[config.mk]
export PLATFORM = sky130hd
export DESIGN_NAME = life_cellular_automaton_step
export DESIGN_NICKNAME = d
export VERILOG_FILES = /design/src/rtl/core/lcas_pkg.sv /design/src/rtl/core/lcas_cell.sv /design/src/rtl/core/life_cellular_automaton_step.sv
export VERILOG_INCLUDE_DIRS = /design/src /design/src/rtl/core
export SDC_FILE = /design/constraint.sdc
export NUM_CORES = 1
export LEC_CHECK = 0
export BUFFER_PORTS_ARGS = -buffer_cell sky130_fd_sc_hd__buf_2
export CAP_MARGIN = 20
export CORE_MARGIN = 3
export CORE_UTILIZATION = 65
export CTS_BUF_LIST = sky130_fd_sc_hd__clkbuf_2 sky130_fd_sc_hd__clkbuf_4 sky130_fd_sc_hd__clkbuf_8
export DETAILED_ROUTE_END_ITERATION = 12
export HOLD_SLACK_MARGIN = 0.1
export PLACE_DENSITY = 0.84
export SLEW_MARGIN = 20
export SYNTH_ARGS = -nofsm -noshare
export SYNTH_HDL_FRONTEND = slang
export SYNTH_SLANG_ARGS = --single-unit
[constraint.sdc]
create_clock -name i_clk -period 10.5 [get_ports i_clk]
set_clock_uncertainty 0.1 [all_clocks]
set_input_delay 2.1 -clock i_clk [delete_from_list [all_inputs] [get_ports i_clk]]
set_output_delay 2.1 -clock i_clk [all_outputs]
set_load 0.02 [all_outputs]
[src/rtl/core/assert_macros.svh]
// assertion macros included by the top level rtl file
`ifndef ASSERT_MACROS_SVH
`define ASSERT_MACROS_SVH

// consequent checked in the same cycle
`define ASSERT_NOW(label, clk, rst_n, ante, cons) \
    label: assert property (@(posedge clk) disable iff (!rst_n) (ante) |-> (cons)) \
        else $error("assertion failed");

// consequent checked in the next cycle
`define ASSERT_NEXT(label, clk, rst_n, ante, cons) \
    label: assert property (@(posedge clk) disable iff (!rst_n) (ante) |=> (cons)) \
        else $error("assertion failed");

`endif

[src/rtl/core/lcas_pkg.sv]
// types, constants and the life rule for the life generation step block
package lcas_pkg;

    localparam int GRID_WIDTH_W  = 6;
    localparam int GRID_HEIGHT_W = 11;
    localparam int CFG_INDEX_W   = 2;
    localparam int CFG_DATA_W    = 11;

    localparam logic [GRID_WIDTH_W-1:0]  GRID_WIDTH_RESET  = 6'd30;
    localparam logic [GRID_HEIGHT_W-1:0] GRID_HEIGHT_RESET = 11'd15;

    localparam logic [CFG_INDEX_W-1:0] REG_GRID_WIDTH  = 2'd0;
    localparam logic [CFG_INDEX_W-1:0] REG_GRID_HEIGHT = 2'd1;

    localparam logic [3:0] BIRTH_COUNT   = 4'd3;
    localparam logic [3:0] SURVIVE_COUNT = 4'd2;

    typedef enum logic [1:0] {
        S_RUN,
        S_TAIL,
        S_FLUSH
    } t_state;

    typedef struct packed {
        logic above;
        logic middle;
        logic current;
    } t_row_bits;

    typedef struct packed {
        logic shift_rows;
        logic clear_rows;
        logic flush_load;
        logic flush_shift;
    } t_cell_ctl;

    // rows given as {left, center, right}; center of mid is the cell itself
    function automatic logic life_rule(input logic [2:0] up, input logic [2:0] mid,
                                       input logic [2:0] down);
        logic [3:0] n;
        n = 4'(up[0]) + 4'(up[1]) + 4'(up[2]) + 4'(mid[0]) + 4'(mid[2])
          + 4'(down[0]) + 4'(down[1]) + 4'(down[2]);
        return (n == BIRTH_COUNT) || (mid[1] && (n == SURVIVE_COUNT));
    endfunction

endpackage

[src/rtl/core/lcas_cell.sv]
// one column cell: three row bits, life rule and one stage of the flush chain
module lcas_cell import lcas_pkg::*; (
    input  logic      i_clk,
    input  logic      i_rst_n,
    input  t_cell_ctl i_ctl,
    input  logic      i_set,
    input  t_row_bits i_left,
    input  t_row_bits i_right,
    input  logic      i_flush_next,
    output t_row_bits o_bits,
    output logic      o_life_norm,
    output logic      o_flush
);

    logic r_above, r_middle, r_current, r_flush;
    logic n_above, n_middle, n_current, n_flush;
    logic cur_eff;
    logic life_flush;

    assign cur_eff = r_current | i_set;
    assign o_bits  = '{above: r_above, middle: r_middle, current: cur_eff};
    assign o_flush = r_flush;

    assign o_life_norm = life_rule({i_left.above, r_above, i_right.above},
                                   {i_left.middle, r_middle, i_right.middle},
                                   {i_left.current, cur_eff, i_right.current});

    assign life_flush = life_rule({i_left.middle, r_middle, i_right.middle},
                                  {i_left.current, cur_eff, i_right.current},
                                  3'b000);

    always_comb begin
        n_above   = r_above;
        n_middle  = r_middle;
        n_current = cur_eff;
        if (i_ctl.clear_rows) begin
            n_above   = 1'b0;
            n_middle  = 1'b0;
            n_current = 1'b0;
        end else if (i_ctl.shift_rows) begin
            n_above   = r_middle;
            n_middle  = cur_eff;
            n_current = 1'b0;
        end
    end

    always_comb begin
        n_flush = r_flush;
        if (i_ctl.flush_load) begin
            n_flush = life_flush;
        end else if (i_ctl.flush_shift) begin
            n_flush = i_flush_next;
        end
    end

    always_ff @(posedge i_clk) begin
        if (!i_rst_n) begin
            r_above   <= 1'b0;
            r_middle  <= 1'b0;
            r_current <= 1'b0;
        end else begin
            r_above   <= n_above;
            r_middle  <= n_middle;
            r_current <= n_current;
        end
    end

    always_ff @(posedge i_clk) begin
        r_flush <= n_flush;
    end

endmodule

[src/rtl/core/life_cellular_automaton_step.sv]
// top level of the life b3/s23 generation step over a raster cell stream
// Cells of the current generation enter one per item in raster order and the
// next generation leaves in raster order, one row behind, with cells beyond
// the grid edges counted as dead. A row of MAX_WIDTH column cells holds the
// two rows above and the arriving row; each cell evaluates its own rule from
// its neighbors. Inside a row one item is taken per cycle while the output
// is not stalled. After the last cell of every row after the first, input
// stalls in a tail state, since that row also yields the result of the last
// column through the single output register. After the last cell of a frame,
// input stalls while the last row's results shift out along the cell chain,
// one per cycle unless the output stalls. No clearing pass follows reset.
`include "assert_macros.svh"

module life_cellular_automaton_step import lcas_pkg::*; #(
    parameter int MAX_WIDTH  = 32,
    parameter int MAX_HEIGHT = 1024
) (
    input  logic                     i_clk,
    input  logic                     i_rst_n,
    input  logic                     i_cfg_we,
    input  logic [CFG_INDEX_W-1:0]   i_cfg_index,
    input  logic [CFG_DATA_W-1:0]    i_cfg_data,
    input  logic                     i_valid,
    output logic                     o_stall,
    input  logic                     i_cell_alive,
    output logic                     o_valid,
    input  logic                     i_stall,
    output logic                     o_next_alive,
    output logic                     o_frame_last
);

    localparam int CW = (MAX_WIDTH > 1) ? $clog2(MAX_WIDTH) : 1;
    localparam int RW = (MAX_HEIGHT > 1) ? $clog2(MAX_HEIGHT) : 1;

    logic [GRID_WIDTH_W-1:0]  r_grid_width;
    logic [GRID_HEIGHT_W-1:0] r_grid_height;

    t_state         r_state, n_state;
    logic [CW-1:0]  r_col, n_col;
    logic [RW-1:0]  r_row, n_row;
    logic [CW-1:0]  r_x, n_x;
    logic           r_tail_flush, n_tail_flush;
    logic [CW-1:0]  r_fcnt, n_fcnt;
    logic           r_out_valid, n_out_valid;
    logic           r_out_alive, r_out_last;

    logic           out_load, out_alive_d, out_last_d;
    logic [CW-1:0]  w_m1, col_eff, sel_x;
    logic [RW-1:0]  h_m1, row_eff;
    logic           last_col, last_row, row_ge1, col_ge1;
    logic           out_free, accept;
    t_cell_ctl      cell_ctl;

    t_row_bits            cell_bits [MAX_WIDTH];
    logic [MAX_WIDTH-1:0] life_norm, flush_bits, set_vec;

    // configuration registers
    always_ff @(posedge i_clk) begin
        if (!i_rst_n) begin
            r_grid_width  <= GRID_WIDTH_RESET;
            r_grid_height <= GRID_HEIGHT_RESET;
        end else if (i_cfg_we) begin
            case (i_cfg_index)
                REG_GRID_WIDTH:  r_grid_width  <= i_cfg_data[GRID_WIDTH_W-1:0];
                REG_GRID_HEIGHT: r_grid_height <= i_cfg_data[GRID_HEIGHT_W-1:0];
                default: ;
            endcase
        end
    end

    // clamped last column and row
    always_comb begin
        if (r_grid_width == '0) begin
            w_m1 = '0;
        end else if (32'(r_grid_width) > 32'(MAX_WIDTH)) begin
            w_m1 = CW'(MAX_WIDTH - 1);
        end else begin
            w_m1 = CW'(r_grid_width - 1'b1);
        end
        if (r_grid_height == '0) begin
            h_m1 = '0;
        end else if (32'(r_grid_height) > 32'(MAX_HEIGHT)) begin
            h_m1 = RW'(MAX_HEIGHT - 1);
        end else begin
            h_m1 = RW'(r_grid_height - 1'b1);
        end
    end

    assign col_eff  = (r_col > w_m1) ? w_m1 : r_col;
    assign row_eff  = (r_row > h_m1) ? h_m1 : r_row;
    assign last_col = (col_eff == w_m1);
    assign last_row = (row_eff == h_m1);
    assign row_ge1  = (row_eff != '0);
    assign col_ge1  = (col_eff != '0);

    assign out_free = !r_out_valid || !i_stall;
    assign o_stall  = !((r_state == S_RUN) && out_free);
    assign accept   = i_valid && !o_stall;

    assign sel_x = (r_state == S_TAIL) ? r_x : (col_eff - CW'(1));

    // cell chain
    for (genvar i = 0; i < MAX_WIDTH; i++) begin : g_cell
        t_row_bits left_bits, right_bits;
        logic      flush_next;

        assign set_vec[i] = accept && i_cell_alive && (col_eff == CW'(i));

        if (i == 0) begin : g_left_edge
            assign left_bits = '0;
        end else begin : g_left
            assign left_bits = cell_bits[i-1];
        end

        if (i == MAX_WIDTH - 1) begin : g_right_edge
            assign right_bits = '0;
            assign flush_next = 1'b0;
        end else begin : g_right
            assign right_bits = cell_bits[i+1];
            assign flush_next = flush_bits[i+1];
        end

        lcas_cell u_cell (
            .i_clk        (i_clk),
            .i_rst_n      (i_rst_n),
            .i_ctl        (cell_ctl),
            .i_set        (set_vec[i]),
            .i_left       (left_bits),
            .i_right      (right_bits),
            .i_flush_next (flush_next),
            .o_bits       (cell_bits[i]),
            .o_life_norm  (life_norm[i]),
            .o_flush      (flush_bits[i])
        );
    end

    // next state
    always_comb begin
        n_state = r_state;
        case (r_state)
            S_RUN: begin
                if (accept && last_col) begin
                    if (row_ge1) begin
                        n_state = S_TAIL;
                    end else if (last_row) begin
                        n_state = S_FLUSH;
                    end
                end
            end
            S_TAIL: begin
                if (out_free) begin
                    n_state = r_tail_flush ? S_FLUSH : S_RUN;
                end
            end
            S_FLUSH: begin
                if (out_free && (r_fcnt == w_m1)) begin
                    n_state = S_RUN;
                end
            end
            default: n_state = S_RUN;
        endcase
    end

    // datapath control
    always_comb begin
        cell_ctl     = '0;
        out_load     = 1'b0;
        out_alive_d  = 1'b0;
        out_last_d   = 1'b0;
        n_col        = r_col;
        n_row        = r_row;
        n_x          = r_x;
        n_tail_flush = r_tail_flush;
        n_fcnt       = r_fcnt;
        case (r_state)
            S_RUN: begin
                if (accept) begin
                    if (row_ge1 && col_ge1) begin
                        out_load    = 1'b1;
                        out_alive_d = life_norm[sel_x];
                    end
                    n_x          = col_eff;
                    n_tail_flush = last_row;
                    if (last_col) begin
                        n_col = '0;
                        n_row = last_row ? '0 : (row_eff + RW'(1));
                        if (!row_ge1) begin
                            cell_ctl.clear_rows = last_row;
                            cell_ctl.flush_load = last_row;
                            cell_ctl.shift_rows = !last_row;
                            n_fcnt              = '0;
                        end
                    end else begin
                        n_col = col_eff + CW'(1);
                        n_row = row_eff;
                    end
                end
            end
            S_TAIL: begin
                if (out_free) begin
                    out_load            = 1'b1;
                    out_alive_d         = life_norm[sel_x];
                    cell_ctl.clear_rows = r_tail_flush;
                    cell_ctl.flush_load = r_tail_flush;
                    cell_ctl.shift_rows = !r_tail_flush;
                    n_fcnt              = '0;
                end
            end
            S_FLUSH: begin
                if (out_free) begin
                    out_load             = 1'b1;
                    out_alive_d          = flush_bits[0];
                    out_last_d           = (r_fcnt == w_m1);
                    cell_ctl.flush_shift = 1'b1;
                    n_fcnt               = r_fcnt + CW'(1);
                end
            end
            default: ;
        endcase
    end

    always_comb begin
        n_out_valid = r_out_valid && i_stall;
        if (out_load) begin
            n_out_valid = 1'b1;
        end
    end

    always_ff @(posedge i_clk) begin
        if (!i_rst_n) begin
            r_state      <= S_RUN;
            r_col        <= '0;
            r_row        <= '0;
            r_tail_flush <= 1'b0;
            r_fcnt       <= '0;
            r_out_valid  <= 1'b0;
        end else begin
            r_state      <= n_state;
            r_col        <= n_col;
            r_row        <= n_row;
            r_tail_flush <= n_tail_flush;
            r_fcnt       <= n_fcnt;
            r_out_valid  <= n_out_valid;
        end
    end

    always_ff @(posedge i_clk) begin
        r_x <= n_x;
        if (out_load) begin
            r_out_alive <= out_alive_d;
            r_out_last  <= out_last_d;
        end
    end

    assign o_valid      = r_out_valid;
    assign o_next_alive = r_out_alive;
    assign o_frame_last = r_out_last;

    `ASSERT_NOW(a_flush_count, i_clk, i_rst_n, r_state == S_FLUSH, r_fcnt <= w_m1)
    `ASSERT_NOW(a_pending_counters, i_clk, i_rst_n,
                r_state == S_TAIL || r_state == S_FLUSH, r_col == '0)
    `ASSERT_NOW(a_frame_end_clear, i_clk, i_rst_n, r_out_valid && r_out_last,
                r_state == S_RUN && r_col == '0 && r_row == '0)
    `ASSERT_NEXT(a_frame_end_enter, i_clk, i_rst_n, accept && last_col && last_row,
                 r_state == S_TAIL || r_state == S_FLUSH)

endmodule
After elaboration in Yosys (flattened, before gate mapping)
Cells that the tools add are included.
Word-level totals
  flip-flop bits (word level): 176
  input port bits: 19
  output and inout port bits: 4
  word-level logic and storage cells: 992
Cells by class
  add/subtract/negate cells: 346
  $lt $le $gt $ge: 5
  eq/ne operators: 173
  mux-type cells: 105
  bitwise logic cells: 33
  reduce and logical (&&, ||, !) cells: 191
Operator list (count)
  adder 4 x 1 -> 4 bit: 278
  equality test 4 x 2 -> 1 bit (second input constant): 128
  adder 1 x 1 -> 2 bit: 62
  logical AND 1 bit: 103
  equality test 5 bit (second input constant): 16
  two-way mux 1 bit: 74
  logical OR 1 bit: 65
  two-way mux 10 bit: 5
  two-way mux 5 bit: 10
  equality test 5 x 4 -> 1 bit (second input constant): 8
  bitwise OR 1 bit: 32
  equality test 5 x 3 -> 1 bit (second input constant): 4
  one-hot mux 5 bit (3 select lines): 1
  two-way mux 2 bit: 6
  two-way mux 3 bit: 4
  inequality test 2 bit (second input constant): 6
  greater-than comparator 11 bit (second input constant): 1
  zero test 11 bit: 1
  adder 10 x 1 -> 10 bit (second input constant): 1
  adder 5 x 1 -> 5 bit (second input constant): 2
  equality test 10 bit: 1
  equality test 5 x 2 -> 1 bit (second input constant): 2
  equality test 5 bit: 2
  greater-than comparator 10 bit: 1
  29 further kinds: 40

Logic depth before layout (Yosys ltp)
Gate-level depths: netlist of run 1.
  depth in word-level cells: 19
  mapped depth: 32
  depth with buffers taken out: 31

Modules after synthesis
A second synthesis of run 1 with hierarchy kept.
Second synthesis, totals
  cells, all modules: 2176
  area total of the unflattened synthesis: 19367.3 µm²
Modules (own cells, without submodules)
  lcas_cell (g_cell[0].u_cell ...): times used 23, cells an instance 49, area an instance 456.7 µm², sequential area each 90.1 µm²
  life_cellular_automaton_step: times used 1, cells an instance 608, area an instance 4708.3 µm², sequential area each 1031.0 µm²
  lcas_cell (g_cell[30].u_cell ...): times used 9, cells an instance 49, area an instance 461.7 µm², sequential area each 90.1 µm²

Worst setup path before layout of run 1
Ideal clock, no wire load.
  path kind: reg2reg
  from: register r_grid_width[0]
  to: register r_out_alive (netlist: o_next_alive) (data pin)
  library setup time: 0.169 ns
  arrival time: 7.043 ns
  required time: 10.231 ns
  path slack: 3.188 ns
  stages on the path, launching flop included: 31
  buffers on the path: 0
  clock period less this slack: 7.312 ns
  cell sequence: dfxtp_1 inv_1 ha_1 or4b_2 a22o_1 inv_2 ha_1 a211oi_1 o221ai_1 nand2_1 nor2_1 a21oi_1 inv_1 ha_1 and3_1 ha_1 a21oi_1 fa_1 fa_1 inv_1 fa_1 inv_1 fa_1 a2111oi_0 a21oi_1 nor3_1 a21oi_1 mux2i_1 mux2_2 o221ai_1 o31ai_1
Between the ends
  longest elaborated chain between the ends: 19
  elaborated cells on any way between the ends: 335
  those cells by class: add/sub: 96; order compare: 2; eq/ne: 95; mux: 10; bitwise: 32; reduce/logical: 100
Ends and longest elaborated chain
  start, declared: RTL line life_cellular_automaton_step.sv:35  | logic [GRID_WIDTH_W-1:0] r_grid_width;
  start signal, assigned: RTL line life_cellular_automaton_step.sv:64  | REG_GRID_WIDTH: r_grid_width <= i_cfg_data[GRID_WIDTH_W-1:0];
  subtractor 5 x 1 -> 5 bit / greater-than comparator 6 bit (equally long branches): RTL line life_cellular_automaton_step.sv:78, life_cellular_automaton_step.sv:75
  two-way mux 5 bit: RTL line life_cellular_automaton_step.sv:75  | end else if (32'(r_grid_width) > 32'(MAX_WIDTH)) begin
  two-way mux 5 bit *: RTL line life_cellular_automaton_step.sv:73  | if (r_grid_width == '0) begin
  greater-than comparator 5 bit: RTL line life_cellular_automaton_step.sv:89  | assign col_eff = (r_col > w_m1) ? w_m1 : r_col;
  two-way mux 5 bit *: RTL line life_cellular_automaton_step.sv:89
  via col_eff[1]: RTL line life_cellular_automaton_step.sv:48  | logic [CW-1:0] w_m1, col_eff, sel_x;
  equality test 5 x 2 -> 1 bit, or another cell as far along: RTL line life_cellular_automaton_step.sv:107  | assign set_vec[i] = accept && i_cell_alive && (col_eff == CW'(i));
  logical AND 1 bit: RTL line life_cellular_automaton_step.sv:107
  (+5 left out)
  logical AND 1 bit: RTL line lcas_pkg.sv:43  | return (n == BIRTH_COUNT) || (mid[1] && (n == SURVIVE_COUNT));
  logical OR 1 bit: RTL line lcas_pkg.sv:43
  binary-select mux 1 bit (select 5 bit): RTL line life_cellular_automaton_step.sv:180, life_cellular_automaton_step.sv:202
  two-way mux 1 bit (implied by the code): RTL line life_cellular_automaton_step.sv:180, life_cellular_automaton_step.sv:202
  two-way mux 1 bit: RTL line life_cellular_automaton_step.sv:178  | if (row_ge1 && col_ge1) begin
  two-way mux 1 bit: RTL line life_cellular_automaton_step.sv:177  | if (accept) begin
  one-hot mux 1 bit (3 select lines) *: RTL line life_cellular_automaton_step.sv:175  | case (r_state)
  via out_alive_d: RTL line life_cellular_automaton_step.sv:47  | logic out_load, out_alive_d, out_last_d;
  end signal, assigned: RTL line life_cellular_automaton_step.sv:250  | r_out_alive <= out_alive_d;
  end, declared: RTL line life_cellular_automaton_step.sv:45  | logic r_out_alive, r_out_last;
The timed path passes the listed nets; every way through them passes the cells marked *. The select of a mux whose other input is x is not followed.
A chain may end at the register's enable or synchronous reset.

Worst setup path in the final report of run 1
Same ends and word-level chain as after synthesis.

==> metrics.md, run 1 <==
| Metric | Value |
|---|---|
| Antenna-violating nets left | 0 |
| Vias | 13729 |
| Setup crit start kind | flop |
| Post-DP Area | 17900 um^2 |
| DRT Wirelength | 40200 um |
| H-tree levels | 4 |
| All-Layer GR Usage | 28.8% |
| Cell count after synthesis | 1916 |
| Final setup fails | 0 |
| Max_cap viols | 0 |
| Clk slew on worst S/H paths | 0.09 ns |
| Crit Reg-Reg Endpoint | o_next_alive |
| CTS tree | built |
| Root Buffer | clkbuf_8 |
| Hold WC Path Type | flop to flop |
| Commonest non-fill, non-tap cell in the layout | inv_1 |
| Grt total ovfl | 0 |
| First-pass DRT Iterations | 6 |
| Routability cong. | 0.897 |
| Hold EP | g_cell[31].u_cell.r_above |
| Slew @ Worst Pin | 0.987 ns |
| Layout cells sized above 1 | 6.20% |
| Final Hold Fails | 0 |
| DP HPWL | 30100 um |
| RSZ-0062 raised after global routing | no |
| Post-CTS Setup Bufs | 0 |
| Avg WL per Cell | 17.6 um |
| Fillers | 1936 |
| Static leakage | 9.10 nW |
| Initial DRC Count | 1152 |
| Routed met3 length | 2420 um |
| Initial antenna violation count | 1 |
| Util after Layout | 70.0% |
| Hold WS | 0.400 ns |
| Most frequent cells in the layout | 454 x inv_1, 191 x ha_1, 186 x fa_1 |
| Final min period | 8.39 ns |
| Row cnt | 59 |
| Hold_sp | g_cell[31].u_cell.r_above |
| Vias in the first global route | 14379 |
| Share of flip-flops with an asynchronous set or reset | 0% |
| Uppermost layer routed | met5 |
| Vias per cell | 6.00 |
| CTS max path bufs | 2 |
| CTS Sinks | 176 |
| Final TNS setup | 0 ns |
| Worst EP arrival | 8.59 ns |
| Final Cell Area | 18300 um^2 |
| Hold path depth | 1 |
| Final worst path period share | 79.9% |
| First-pass GRT wire length | 68100 um |
| P&R area growth vs syn | 5.39% |
| # diodes | 0 |
| I/O pin count | 23 |
| Chip height | 170 um |
| Netlist Area Pre-Place | 17400 um^2 |
| Status | completed |
| Cell variety after synth | 87 |
| CP max FO | 10 |
| Layout Nets | 2335 |
| Sequential-to-total area share from yosys stat | 22.5% |
| Met2 WL | 20000 um |
| Ys flop type | dfxtp_1 |
| Post-synth EDFFs | 39 |
| Fmax | 119 MHz |
| DRC viols | 0 |
| Power consumption | 0.00268 W |
| CP endpoint kind | flop |
| Crit Reg-Reg Startpoint | r_grid_width[0] |
| Reg-to-reg slack, setup | 2.11 ns |
| PortBufs | 22 |
| Later-pin clock latency in the skew report | 0.47 ns |
| Cts bufs inserted | 17 |
| Synthesis Warnings | 0 |
| Critical path's slowest cell | a21oi_1 |
| Slowest stage delay, CP | 0.75 ns |
| Max-slew headroom | 34.2% |
| Metal-1 WL | 16900 um |
| Slew Viols, Final | 0 |
| Pin count of the biggest net entering global routing | 59 |
| Syn nets | 2312 |
| Power Dens Cells | 146 nW/um^2 |
| FF-to-FF path depth | 30 |
| Syn avg cell area | 9.08 um^2 |
| Post_cts resized | 0 |
| CP Class | flop to flop |
| CP Launch Point | r_grid_width[0] |
| Number of synthesized register bits | 176 |
| Die width | 170 um |
| WP data required | 10.70 ns |
| DIE AREA | 28800 um^2 |
| Core area | 26200 um^2 |
| Peak supply drop | 0.101 mV |
| CTS Hold Buffers Added | 0 |
| Initial Utilization | 66.4% |
## report_power, final
part           total [W]  internal, W  switching (W)
logic            0.00122     0.000437       0.000780
clock network   0.000476     0.000215       0.000261
registers       0.000984     0.000824       0.000160
## worst max-delay path: cells and delay by family (launching register included)
| kind | cells | cell delay, ns |
|---|---|---|
| and+or+nand+nor | 6 | 1.48 |
| AOI/OAI and AO/OA | 10 | 2.99 |
| DFF | 1 | 0.37 |
| buffers and inverters | 5 | 0.59 |
| muxes | 2 | 0.42 |
| adders and majority gates | 7 | 2.28 |
## layer usage
metal / vias up / track usage, %
met5: - / 0
met4: 2 / 8.64
met3: 88 / 4.94
met2: 439 / 50.3
met1: 6802 / 36.9
li1: 6398 / -
## sequential cells by signal (all words and copies together), names as in the netlist, 6 cells and up
| register | count |
|---|---|
| g_cell.u_cell.o_flush | 32 |
| g_cell.u_cell.r_above | 32 |
| g_cell.u_cell.r_current | 32 |
| g_cell.u_cell.r_middle | 32 |
| r_grid_height | 11 |
| r_row | 10 |
| r_grid_width | 6 |
## logic make-up after synthesis
group	share of synthesized area (%)
DFF	22.5
muxes	2.78
adders and majority gates	35.3
buffers and inverters	11.2
AOI/OAI and AO/OA	15.6
and+or+nand+nor	11.8
xor gates and xnor gates	0.755
## synthesized netlist by cell type (7+ instances only)
library cell / count / share of area, %
mux2i_1: 28 / 1.6
and3_1: 10 / 0.36
a31oi_1: 13 / 0.47
a21boi_0: 14 / 0.60
dfxtp_1: 137 / 16
a22o_1: 35 / 1.8
clkbuf_1: 35 / 0.76
o21a_1: 7 / 0.30
inv_1: 454 / 9.8
nand2b_1: 14 / 0.50
a21oi_1: 122 / 3.5
nor2_1: 120 / 2.6
o211a_1: 34 / 2.0
nor3_1: 30 / 0.86
nor3b_1: 12 / 0.52
o31ai_1: 9 / 0.39
mux2_1: 12 / 0.78
or3_1: 8 / 0.29
nand3_1: 28 / 0.81
xnor2_1: 10 / 0.50
nor4_1: 21 / 0.76
nor2b_1: 27 / 0.97
a211oi_1: 8 / 0.35
nand2_1: 105 / 2.3
o21ai_0: 40 / 1.2
edfxtp_1: 39 / 6.7
buf_2: 7 / 0.20
a2111oi_0: 28 / 1.4
fa_1: 186 / 21
ha_1: 191 / 14
## cell type report
cell class              instances  area [um^2]  area share (%)
clock buffers                  23          298            1.62
flip-flops and latches        176         3910            21.3
inverters                     457         1720            9.36
well taps                     335          419            2.29
repair buffers                 55          358            1.95
clock inverters                 9         83.8           0.457
multi-input cells            1232        11500            63.0
## per-stage QoR
stage / setup slack, ns / std cells
CTS: 2.23 / 2287
detailed placement: 2.33 / 2255
floorplan: 3.19 / 1916
global placement: 2.60 / 2255
finish: 2.11 / 2287
global route: 1.52 / 2287
## worst max-delay path by stage
| stage | end | cells after the start |
|---|---|---|
| floorplan | o_next_alive | 30 |
| CTS | o_next_alive | 30 |
| global placement | o_next_alive | 30 |
| detailed placement | o_next_alive | 30 |
| finish | o_next_alive | 30 |
| global route | o_next_alive | 29 |
Power figures use the tool's default switching activity.
==> run 2: changes to the inputs <==
- ABC_AREA: unset -> 1
- clock period: 10.5 -> 8.4 ns (I/O delays scaled with it)
==> metrics.md, run 2 <==
| Metric | Value |
|---|---|
| Final setup fails | 0 (unchanged) |
| H-tree levels | 4 (unchanged) |
| Slew @ Worst Pin | 0.996 ns (was 0.987 ns) |
| Setup crit start kind | flop (unchanged) |
| Power Dens Cells | 93.2 nW/um^2 (was 146 nW/um^2) |
| Commonest non-fill, non-tap cell in the layout | inv_1 (unchanged) |
| Number of synthesized register bits | 176 (unchanged) |
| Most numerous cell in the Yosys netlist | inv_1 (unchanged) |
| P&R area growth vs syn | 3.69% (was 5.39%) |
| Final TNS setup | 0 ns (unchanged) |
| Fillers | 2107 (was 1936) |
| Synth top area share | 20.9% (was 21.4%) |
| Initial DRC Count | 1306 (was 1152) |
| Post-CTS Setup Bufs | 0 (unchanged) |
| Later-pin clock latency in the skew report | 0.50 ns (was 0.47 ns) |
| CP Class | flop to flop (unchanged) |
| Antenna-violating nets left | 0 (unchanged) |
| Syn nets | 2662 (was 2312) |
| Slowest stage delay, CP | 0.55 ns (was 0.75 ns) |
| First-pass GRT wire length | 73900 um (was 68100 um) |
| Area taken by multi-input logic gates | 11700 um^2 (was 11500 um^2) |
| Vias in the first global route | 15275 (was 14379) |
| Fmax | 136 MHz (was 119 MHz) |
| Peak supply drop | 0.0888 mV (was 0.101 mV) |
| Die width | 172 um (was 170 um) |
| Netlist Area Pre-Place | 17800 um^2 (was 17400 um^2) |
| Routability cong. | 0.919 (was 0.897) |
| Cell variety after synth | 51 (was 87) |
| Layout cells sized above 1 | 5.06% (was 6.20%) |
| CTS max path bufs | 2 (unchanged) |
| CP max FO | 18 (was 10) |
| DRT Wirelength | 44100 um (was 40200 um) |
| CTS Sinks | 176 (unchanged) |
| Slew Viols, Final | 0 (unchanged) |
| Ys flop type | dfxtp_1 (unchanged) |
| Layout Nets | 2657 (was 2335) |
| Root Buffer | clkbuf_8 (unchanged) |
| Pin count of the biggest net entering global routing | 66 (was 59) |
| DP HPWL | 32600 um (was 30100 um) |
| Cell count after synthesis | 2266 (was 1916) |
| First-pass DRT Iterations | 8 (was 6) |
| Final worst path period share | 87.4% (was 79.9%) |
| Max_cap viols | 0 (unchanged) |
| CTS tree | built (unchanged) |
| Chip height | 172 um (was 170 um) |
| Cts bufs inserted | 17 (unchanged) |
| Status | completed (unchanged) |
| Post-synth EDFFs | 39 (unchanged) |
| All-Layer GR Usage | 31.3% (was 28.8%) |
| Avg WL per Cell | 16.9 um (was 17.6 um) |
| RSZ-0062 raised after global routing | no (unchanged) |
| Initial Utilization | 67.2% (was 66.4%) |
| Final Hold Fails | 0 (unchanged) |
| Row cnt | 59 (unchanged) |
| Initial antenna violation count | 0 (was 1) |
| CTS Hold Buffers Added | 0 (unchanged) |
| DRC viols | 0 (unchanged) |
| Syn avg cell area | 7.86 um^2 (was 9.08 um^2) |
| # diodes | 0 (unchanged) |
| Clk slew on worst S/H paths | 0.12 ns (was 0.09 ns) |
| Hold WC Path Type | flop to flop (unchanged) |
| Sequential-to-total area share from yosys stat | 22.0% (was 22.5%) |
| Grt total ovfl | 0 (unchanged) |
| Largest cells by area after synthesis | fa_1 21%, dfxtp_1 15%, ha_1 13% (was fa_1 21%, dfxtp_1 16%, ha_1 14%) |
| PortBufs | 22 (unchanged) |
| Vias | 14819 (was 13729) |
| FF-to-FF path depth | 35 (was 30) |
| Max-slew headroom | 33.4% (was 34.2%) |
| CP endpoint kind | flop (unchanged) |
| Area leader, netlist | fa_1 (unchanged) |
| Final min period | 7.34 ns (was 8.39 ns) |
| I/O pin count | 23 (unchanged) |
| Critical path's slowest cell | fa_1 (was a21oi_1) |
| DIE AREA | 29400 um^2 (was 28800 um^2) |
| Synthesis Warnings | 0 (unchanged) |
| Most frequent cells in the layout | 478 x inv_1, 402 x nand2_1, 265 x nor2_1 (was 454 x inv_1, 191 x ha_1, 186 x fa_1) |
| Util after Layout | 69.7% (was 70.0%) |
| Top cells by count, synth | 478 x inv_1, 402 x nand2_1, 265 x nor2_1 (was 454 x inv_1, 191 x ha_1, 186 x fa_1) |
| CP dominant cell by count | nand3_1 |
| Register Area | 3910 um^2 (unchanged) |
| Worst EP arrival | 7.62 ns (was 8.59 ns) |
| WP data required | 8.68 ns (was 10.70 ns) |
| Core area | 26500 um^2 (was 26200 um^2) |
| Static leakage | 9.78 nW (was 9.10 nW) |
| Vias per cell | 5.68 (was 6.00) |
| Post_cts resized | 0 (unchanged) |
| Hold path depth | 2 (was 1) |
| Share of flip-flops with an asynchronous set or reset | 0% (unchanged) |
run 2: changes by cell type after synthesis, sizes merged, moves of 28 or more:
cell,change
nand3,+164
o21bai,+38
mux2i,-28
nor2,+157
a22o,-35
a21oi,-62
nand2,+305
a2111oi,-30
inv,+30
run 2: per-layer routing:
metal / global-route usage (%) / wire [um] / vias to the layer above / part of all wire (%)
met5: 0 / 0 / - / 0
met4: 11.3 / 1380 / 0 / 3.1
met3: 5.72 / 3110 / 111 / 7.1
met2: 54.5 / 21500 / 512 / 49
met1: 39.2 / 18100 / 7122 / 41
li1: - / - / 7074 / -
run 2: path summary, 6_finish.rpt:
| kind | start | to | slack (ns) |
|---|---|---|---|
| min | r_grid_height[8] | r_grid_height[8] | 0.39 |
| max | r_grid_width[0] | o_next_alive | 1.06 |
| min reg2reg | r_grid_height[8] | r_grid_height[8] | 0.39 |
| max reg2reg | r_grid_width[0] | o_next_alive | 1.06 |
run 2: report_power, final:
| group | switching, W | internal (W) |
|---|---|---|
| registers | 0.00000889 | 0.000872 |
| clock network | 0.000378 | 0.000228 |
| logic | 0.000163 | 0.0000701 |
run 2: cell families after synthesis:
logic type	Yosys count	share of synthesized area, %
xor gates and xnor gates	11	0.541
adders and majority gates	377	34.3
DFF	176	22.0
and+or+nand+nor	952	23.4
AOI/OAI and AO/OA	205	7.48
buffers and inverters	545	12.2
run 2: metrics by stage:
step | instances | power (W) | worst slack [ns] | hold slack [ns] | instance area, um^2
detailed placement | 2577 | 0.00113 | 1.12 | 0.366 | 18100
finish | 2609 | 0.00172 | 1.06 | 0.386 | 18500
global route | 2609 | 0.00178 | 0.490 | 0.408 | 18500
floorplan | 2266 | 0.00106 | 1.78 | 0.341 | 17800
CTS | 2609 | 0.00172 | 1.14 | 0.383 | 18500
global placement | 2577 | 0.00112 | 1.31 | 0.359 | 18100
run 2: cell type report:
class	instances	share of cell area (%)
clock buffers	19	1.38
clock inverters	13	0.623
inverters	489	9.95
multi-input cells	1545	63.6
flip-flops and latches	176	21.2
well taps	335	2.27
repair buffers	32	1.00
run 2: worst max-delay path: cells and delay by family, from the launching register on:
family	cells	cell delay (ns)
fa+ha+maj	7	2.68
flops	1	0.35
compound gates	4	1.07
buf+inv	7	0.74
simple gates	17	2.25
==> run 3: changes to the inputs <==
- CORE_ASPECT_RATIO: unset -> 1.75
- CORE_UTILIZATION: 65 -> 35
- PLACE_DENSITY: 0.84 -> 0.51
==> metrics.md, run 3 (synthesized netlist as in run 2, its figures left out) <==
| Metric | Value |
|---|---|
| Status | completed (unchanged) |
| Commonest non-fill, non-tap cell in the layout | inv_1 (unchanged) |
| CP endpoint kind | flop (unchanged) |
| Fmax | 133 MHz (was 136 MHz) |
| I/O pin count | 23 (unchanged) |
| Initial Utilization | 35.6% (was 67.2%) |
| Initial DRC Count | 630 (was 1306) |
| Core area | 50000 um^2 (was 26500 um^2) |
| Avg WL per Cell | 17.5 um (was 16.9 um) |
| CTS tree | built (unchanged) |
| DP HPWL | 40000 um (was 32600 um) |
| Vias | 14424 (was 14819) |
| Vias in the first global route | 15457 (was 15275) |
| Clk slew on worst S/H paths | 0.11 ns (was 0.12 ns) |
| Crit Reg-Reg Startpoint | r_grid_width[0] (unchanged) |
| CP Class | flop to flop (unchanged) |
| Slew Viols, Final | 0 (unchanged) |
| Final setup fails | 0 (unchanged) |
| Root Buffer | clkbuf_8 (unchanged) |
| Vias per cell | 4.90 (was 5.68) |
| DRT Wirelength | 51700 um (was 44100 um) |
| Worst EP arrival | 7.84 ns (was 7.62 ns) |
| First-pass DRT Iterations | 5 (was 8) |
| CP Buf/Inv Count | 9 (was 7) |
| Worst setup endpoint | o_next_alive (unchanged) |
| Placed Cells incl. Taps | 2913 (was 2577) |
| Peak supply drop | 0.106 mV (was 0.0888 mV) |
| Post-route insts no fill | 2946 (was 2609) |
| Hold WC Path Type | flop to flop (unchanged) |
| Critical path's slowest cell | fa_1 (unchanged) |
| Static leakage | 9.82 nW (was 9.78 nW) |
| Antenna-violating nets left | 0 (unchanged) |
| Post_cts resized | 0 (unchanged) |
| Routability cong. | 0.867 (was 0.919) |
| CTS Sinks | 176 (unchanged) |
| Power Dens Cells | 92.5 nW/um^2 (was 93.2 nW/um^2) |
| Post-CTS Setup Bufs | 0 (unchanged) |
| Later-pin clock latency in the skew report | 0.52 ns (was 0.50 ns) |
| Max-slew headroom | 24.9% (was 33.4%) |
| Max_cap viols | 0 (unchanged) |
| CTS Hold Buffers Added | 0 (unchanged) |
| Final Hold Fails | 0 (unchanged) |
| Final worst path period share | 89.7% (was 87.4%) |
| DRC viols | 0 (unchanged) |
| Slew @ Worst Pin | 1.12 ns (was 0.996 ns) |
| Power consumption | 0.00175 W (was 0.00172 W) |
| Reg-to-reg slack, setup | 0.86 ns (was 1.06 ns) |
| Chip height | 304 um (was 172 um) |
| All-Layer GR Usage | 19.8% (was 31.3%) |
| CP top delay family | adder cells (unchanged) |
| Fillers | 5272 (was 2107) |
| CP dominant cell by count | inv_1 (was nand3_1) |
| Die width | 177 um (was 172 um) |
| Grt total ovfl | 0 (unchanged) |
| P&R area growth vs syn | 6.50% (was 3.69%) |
| Most frequent cells in the layout | 478 x inv_1, 402 x nand2_1, 265 x nor2_1 (unchanged) |
| CTS max path bufs | 2 (unchanged) |
| FF-to-FF path depth | 37 (was 35) |
| Final worst slack | 0.864 ns (was 1.06 ns) |
| RSZ-0062 raised after global routing | no (unchanged) |
| Setup crit start kind | flop (unchanged) |
| CP max FO | 18 (unchanged) |
| PortBufs | 22 (unchanged) |
| Crit Reg-Reg Endpoint | o_next_alive (unchanged) |
| WP data required | 8.70 ns (was 8.68 ns) |
| Layout cells sized above 1 | 5.43% (was 5.06%) |
| Final TNS setup | 0 ns (unchanged) |
| Initial antenna violation count | 1 (was 0) |
| H-tree levels | 4 (unchanged) |
| Layout Nets | 2668 (was 2657) |
| Final min period | 7.54 ns (was 7.34 ns) |
| Slowest stage delay, CP | 0.58 ns (was 0.55 ns) |
| Cts bufs inserted | 17 (unchanged) |
| DP Worst Slack | 0.845 ns (was 1.12 ns) |
| Row cnt | 108 (was 59) |
| Crit path depth | 37 (was 35) |
| First-pass GRT wire length | 82500 um (was 73900 um) |
| Pin count of the biggest net entering global routing | 65 (was 66) |
| DIE AREA | 53700 um^2 (was 29400 um^2) |
| Util after Layout | 37.9% (was 69.7%) |
| CP Launch Point | r_grid_width[0] (unchanged) |
==> run 3: worst min path at each step <==
stage / from / to / slack (ns) / depth (start not counted)
floorplan: r_grid_height[8] / r_grid_height[8] / 0.34 / 2
global placement: r_grid_height[8] / r_grid_height[8] / 0.36 / 2
finish: r_grid_height[8] / r_grid_height[8] / 0.39 / 2
CTS: r_grid_height[8] / r_grid_height[8] / 0.38 / 2
global route: r_grid_height[8] / r_grid_height[8] / 0.41 / 2
detailed placement: r_grid_height[8] / r_grid_height[8] / 0.37 / 2
==> run 3: power by group <==
| group | switching [W] | total, W | internal, W |
|---|---|---|---|
| logic | 0.000173 | 0.000244 | 0.0000714 |
| clock network | 0.000366 | 0.000627 | 0.000261 |
| registers | 0.0000102 | 0.000882 | 0.000872 |
| total | 0.000549 | 0.00175 | 0.00120 |
==> run 3: final cells by class <==
class | instances | area, um^2 | area share (%)
Clock inverter | 15 | 145 | 0.765
Clock buffer | 17 | 234 | 1.23
Antenna cell | 1 | 2.50 | 0.0132
Timing Repair Buffer | 43 | 268 | 1.41
Tap cell | 660 | 826 | 4.35
Inverter | 489 | 1840 | 9.69
Multi-Input combinational cell | 1545 | 11700 | 61.9
Sequential cell | 176 | 3910 | 20.6
==> run 3: metal layers <==
layer  wire length [um]  vias up  global-route usage (%)
met5                  0        -                       0
met3               1300      119                    2.52
met1              18400     6982                    19.4
met2              29200      237                    39.4
li1                   -     7086                       -
met4               2870        0                    10.2
==> run 3: stage by stage <==
stage | hold WS [ns] | cell area, um^2
finish | 0.389 | 19000
detailed placement | 0.367 | 18600
global route | 0.412 | 19000
CTS | 0.382 | 19000
floorplan | 0.341 | 17800
global placement | 0.360 | 18600
==> run 3: worst register-to-register path, delay by kind of cell, from the launching register on <==
family / cells / cell delay, ns
AO/OA/AOI/OAI: 4 / 1.10
adder cells (fa/ha/maj): 7 / 2.58
AND/OR/NAND/NOR: 17 / 2.23
flip-flops: 1 / 0.35
buffers and inverters: 9 / 1.08
